$ cat src/rtl/core/rgcl_pkg.sv
// Shared types and constants for the rotated grid cell lookup pipeline.
package rgcl_pkg;

    // North scale: meters per 1e-7 degree of latitude times 2^32
    localparam logic signed [26:0] LAT_SCALE = 27'sd47811575;

    // Configuration register indexes
    typedef enum logic [2:0] {
        CFG_CORNER_LAT = 3'd0,
        CFG_CORNER_LNG = 3'd1,
        CFG_LON_SCALE  = 3'd2,
        CFG_COS_ANGLE  = 3'd3,
        CFG_SIN_ANGLE  = 3'd4,
        CFG_CELL_EDGE  = 3'd5,
        CFG_GRID_ROWS  = 3'd6,
        CFG_GRID_COLS  = 3'd7
    } cfg_idx_t;

    // Control that travels beside each word in the divider stages
    typedef struct packed {
        logic valid;
        logic hit;
    } rgcl_tag_t;

endpackage

$ cat src/rtl/core/rgcl_div.sv
// Pipelined restoring divider, one quotient bit per register stage.
module rgcl_div #(
    parameter int QW = 13,
    parameter int RW = 45
) (
    input  logic                clk,
    input  logic                rst_n,
    input  rgcl_pkg::rgcl_tag_t tag_in,
    input  logic [RW-1:0]       dividend,
    input  logic [31:0]         divisor,
    output rgcl_pkg::rgcl_tag_t tag_out,
    output logic [QW-1:0]       quotient
);
    import rgcl_pkg::*;

    rgcl_tag_t       tag_reg  [QW];
    logic [RW-1:0]   rem_reg  [QW];
    logic [QW-1:0]   quot_reg [QW];

    for (genvar k = 0; k < QW; k++) begin : g_stage
        localparam int BIT = QW - 1 - k;

        rgcl_tag_t     tag_prev;
        logic [RW-1:0] rem_prev;
        logic [QW-1:0] quot_prev;
        logic [RW-1:0] sub;
        logic          take;
        logic [RW-1:0] rem_next;
        logic [QW-1:0] quot_next;

        // Pick the previous stage, or the pipeline input at the first stage
        if (k == 0) begin : g_first
            assign tag_prev  = tag_in;
            assign rem_prev  = dividend;
            assign quot_prev = '0;
        end else begin : g_rest
            assign tag_prev  = tag_reg[k-1];
            assign rem_prev  = rem_reg[k-1];
            assign quot_prev = quot_reg[k-1];
        end

        // Try to subtract the shifted divisor and set this quotient bit
        always_comb
        begin
            sub       = RW'(divisor) << BIT;
            take      = (rem_prev >= sub);
            rem_next  = take ? (rem_prev - sub) : rem_prev;
            quot_next = quot_prev;
            quot_next[BIT] = take;
        end

        // Advance control with reset
        always_ff @(posedge clk or negedge rst_n)
        begin
            if (!rst_n)
            begin
                tag_reg[k] <= '0;
            end
            else
            begin
                tag_reg[k] <= tag_prev;
            end
        end

        // Advance payload
        always_ff @(posedge clk)
        begin
            rem_reg[k]  <= rem_next;
            quot_reg[k] <= quot_next;
        end
    end

    assign tag_out  = tag_reg[QW-1];
    assign quotient = quot_reg[QW-1];

endmodule
$ cat config.mk
export PLATFORM = sky130hd
export DESIGN_NAME = rgcl_div
export DESIGN_NICKNAME = d
export VERILOG_FILES = /design/src/rtl/core/rgcl_pkg.sv /design/src/rtl/core/rgcl_div.sv
export SDC_FILE = /design/constraint.sdc
export NUM_CORES = 2
export LEC_CHECK = 0
export ABC_CLOCK_PERIOD_IN_PS = 4400
export BUFFER_PORTS_ARGS = -buffer_cell sky130_fd_sc_hd__buf_2
export CAP_MARGIN = 10
export CORE_UTILIZATION = 60
export CTS_BUF_LIST = sky130_fd_sc_hd__clkbuf_16
export CTS_CLUSTER_DIAMETER = 80
export DETAILED_ROUTE_END_ITERATION = 8
export HOLD_SLACK_MARGIN = 0.1
export PLACE_DENSITY = 0.77
export SLEW_MARGIN = 25
export SYNTH_ARGS = -nofsm -noshare
export SYNTH_HDL_FRONTEND = slang
export SYNTH_SLANG_ARGS = --single-unit
$ cat constraint.sdc
create_clock -name clk -period 4.4 [get_ports clk]
set_input_delay 0.88 -clock clk [delete_from_list [all_inputs] [get_ports clk]]
set_output_delay 0.88 -clock clk [all_outputs]
set_load 0.005 [all_outputs]
==> run metrics <==
FP Rows 93; number of port buffers 95; wire length of the first global-routing pass 180.3 mm; highest achievable clock rate 261.3 MHz; Pwr Total 36.13 mW; number of remaining DRC errors 0; Die X-Extent 258.9 um; core area 64810 um2; final RePlAce weighted congestion 0.9772; cts bufs inserted 71; vias per inst 6.109; Remaining Overflow, GRT 0; register bit count reported by yosys 657; fraction of the mapped netlist area in compound gates 22.77%; detailed-route via count 35550; area share of the leading cell type in the synthesized netlist 31.91%; RSZ-0062 raised after global routing no; H-Tree Level Count 3; maximum clock skew at final layout 0.01221 ns; post-synthesis async set-or-reset flop share 3.957%; multiplexer share of the synthesized area 2.064%; Post-CTS Hold Buffers 0; cell chosen for the clock root sky130_fd_sc_hd__clkbuf_16; post-synth cell types 86; # clock sinks 657; kind of capture point of the worst setup path flip-flop; net count reported at finish 5417; Critical Setup Path Class in -> reg; setup-violating endpoint count in the final report 0; basic-gate share of the synthesized area counting and, or, nand and nor cells 16.35%; critical path data required time 4.91 ns; power density over the cells 799.7 nW/um2; Worst Tran Pin Value 1.062 ns; drt pass-1 iters 5; run status finished clean; post-DP HPWL 88.03 mm; CTS tree done; crit-path max FO 25; Final Core Density 69.70%; Post-synth top cells sky130_fd_sc_hd__dfxtp_1 (631), sky130_fd_sc_hd__a21oi_1 (470), sky130_fd_sc_hd__nand2_1 (445); cell type contributing the most total cell area after synthesis sky130_fd_sc_hd__dfxtp_1; combined area of all synthesized cells 39590 um2; Total Die Area 67020 um2; arrival time reported for the critical path endpoint 4.34 ns; Hold Path Class in -> async; synthesized instance count 4650; peak ir drop on the vdd network 0.4592 mV; post-synthesis area per instance 8.514 um2; Boundary Pins 96; number of global-route vias before repair 34040; Top FF cell, synth sky130_fd_sc_hd__dfxtp_1; detailed-route wire length 116.4 mm; Maximum Capacitance Violations 0; DRC marker count from the first detailed-route iteration 2979; flip-flop count of the largest register after layout 540; Clk pin slew, worst setup/hold paths 0.06 ns; fraction of final layout cells with drive strength greater than 1 11.00%; post-synthesis sequential area ratio 33.55%; Skew-Pair Late Insertion Delay 0.63 ns; worst hold slack 0.2391 ns; cell with the most instances after synthesis sky130_fd_sc_hd__dfxtp_1; largest net degree at the start of global routing 59; dominant combinational cell family by area after synthesis compound AO/OA/AOI/OAI gates; TNS Setup 0 ns; register area 13280 um2; Area growth syn-to-layout 14.09%; initial antenna violation count 3; Synthesized Nets 5159; xor/xnor cell area share of the yosys netlist 8.782%; leakage power total 20.14 nW; final period utilization 86.99%; final critical delay including setup and external delays 3.827 ns; worst slew margin relative to its limit 28.58%; number of routed nets with antenna violations 0; number of synthesized flops with an enable pin 0; initial core utilization 61.09%; worst-case clock buffer depth 3; final hold vios 0; number of non-filler instances in the completed layout 5820; setup repair bufs after CTS 0; placed cells 5690; max-slew violation count 0; total global routing track utilization 34.15%; crit start category input port; total of cells resized after clock tree synthesis 0; synth top area cells sky130_fd_sc_hd__dfxtp_1 (32%), sky130_fd_sc_hd__ha_1 (13%), sky130_fd_sc_hd__a21oi_1 (5.9%); area occupied by multi-input gates 25310 um2; per-cell routed wire length 20.00 um; fraction of the mapped netlist area in adder cells 13.75%; Synth warnings 0; number of filler instances in the final layout 5202; floorplan die height 258.9 um
-- cells in the final DEF (no fill, tap or decap), types with 95 or more instances in the layout --
cell type,n
sky130_fd_sc_hd__xor2_1,169
sky130_fd_sc_hd__a21o_1,227
sky130_fd_sc_hd__dfxtp_1,631
sky130_fd_sc_hd__nor2_1,322
sky130_fd_sc_hd__a21oi_1,469
sky130_fd_sc_hd__buf_2,95
sky130_fd_sc_hd__nand3_1,101
sky130_fd_sc_hd__xnor2_1,228
sky130_fd_sc_hd__inv_1,157
sky130_fd_sc_hd__o21ai_0,383
sky130_fd_sc_hd__ha_1,416
sky130_fd_sc_hd__buf_4,192
sky130_fd_sc_hd__nand2_1,444
-- worst max-delay path: stages --
cell and delay [ns]:
sky130_fd_sc_hd__buf_2 0.24, sky130_fd_sc_hd__ha_1 0.22, sky130_fd_sc_hd__inv_1 0.06, sky130_fd_sc_hd__fa_1 0.41, sky130_fd_sc_hd__a21o_1 0.21, sky130_fd_sc_hd__a21o_1 0.21, sky130_fd_sc_hd__a211oi_1 0.26, sky130_fd_sc_hd__buf_4 0.16
sky130_fd_sc_hd__o21ai_0 0.12, sky130_fd_sc_hd__a21oi_1 0.23, sky130_fd_sc_hd__o21ai_0 0.17, sky130_fd_sc_hd__and2_1 0.18, sky130_fd_sc_hd__o21ai_0 0.18, sky130_fd_sc_hd__buf_4 0.16, sky130_fd_sc_hd__o21ai_4 0.12, sky130_fd_sc_hd__buf_12 0.22
sky130_fd_sc_hd__mux2_2 0.29
-- path summary, 6_finish.rpt --
| path | startpoint | to | slack (ns) | cells after the start |
|---|---|---|---|---|
| setup / recovery | divisor[0] | rem_reg[7][12] | 0.57 | 17 |
| hold / removal | rst_n | g_stage[11].tag_prev[1] | 0.24 | 1 |
| setup reg to reg | rem_reg[6][5] | rem_reg[7][12] | 0.76 | 17 |
| hold reg to reg | quot_reg[1][43] | quot_reg[1][56] | 0.32 | 0 |
| max in group asynchronous | rst_n | g_stage[7].tag_prev[0] | 3.80 | 1 |
| min in group clk | quot_reg[1][43] | quot_reg[1][56] | 0.32 | 0 |
-- cell families (layout without fill, tap and decap cells) --
group,count (synthesis),after routing
buffers and inverters,283,597
muxes,73,73
adders and majority gates,428,428
AOI/OAI and AO/OA,1462,1462
xor gates and xnor gates,397,397
DFF,657,657
and+or+nand+nor,1350,1350
other,0,1
-- per-layer routing --
metal | vias up | wire, um | GRT usage (%)
li1 | 17420 | - | -
met3 | 454 | 7069 | 4.675
met4 | 2 | 8490 | 22.17
met5 | - | 10 | 0
met2 | 1335 | 54250 | 58.25
met1 | 16340 | 46570 | 40.14
-- final cells by class --
type / instances / area share (%)
flip-flops and latches: 657 / 29.40
multi-input cells: 3710 / 56.02
diodes: 1 / 0.005540
clock buffers: 71 / 3.933
well taps: 855 / 2.368
inverters: 146 / 1.213
repair buffers: 322 / 5.795
clock inverters: 58 / 1.260
-- report_power, final --
| part | internal [mW] | leakage [nW] | switching (mW) |
|---|---|---|---|
| logic | 8.85 | 13.3 | 10.8 |
| registers | 8.51 | 5.60 | 1.92 |
| clock network | 3.50 | 1.20 | 2.52 |
| total | 20.9 | 20.1 | 15.3 |
-- metrics by stage --
stage | setup WS, ns | cell area, um2
6_report | 0.5726 | 45170
5_1_grt | 0.2670 | 45170
4_1_cts | 0.6275 | 45170
3_5_place_dp | 0.01004 | 42820
3_3_place_gp | 0.03739 | 42820
2_1_floorplan | 0.2599 | 39590
(Power assumes the default switching activity.)
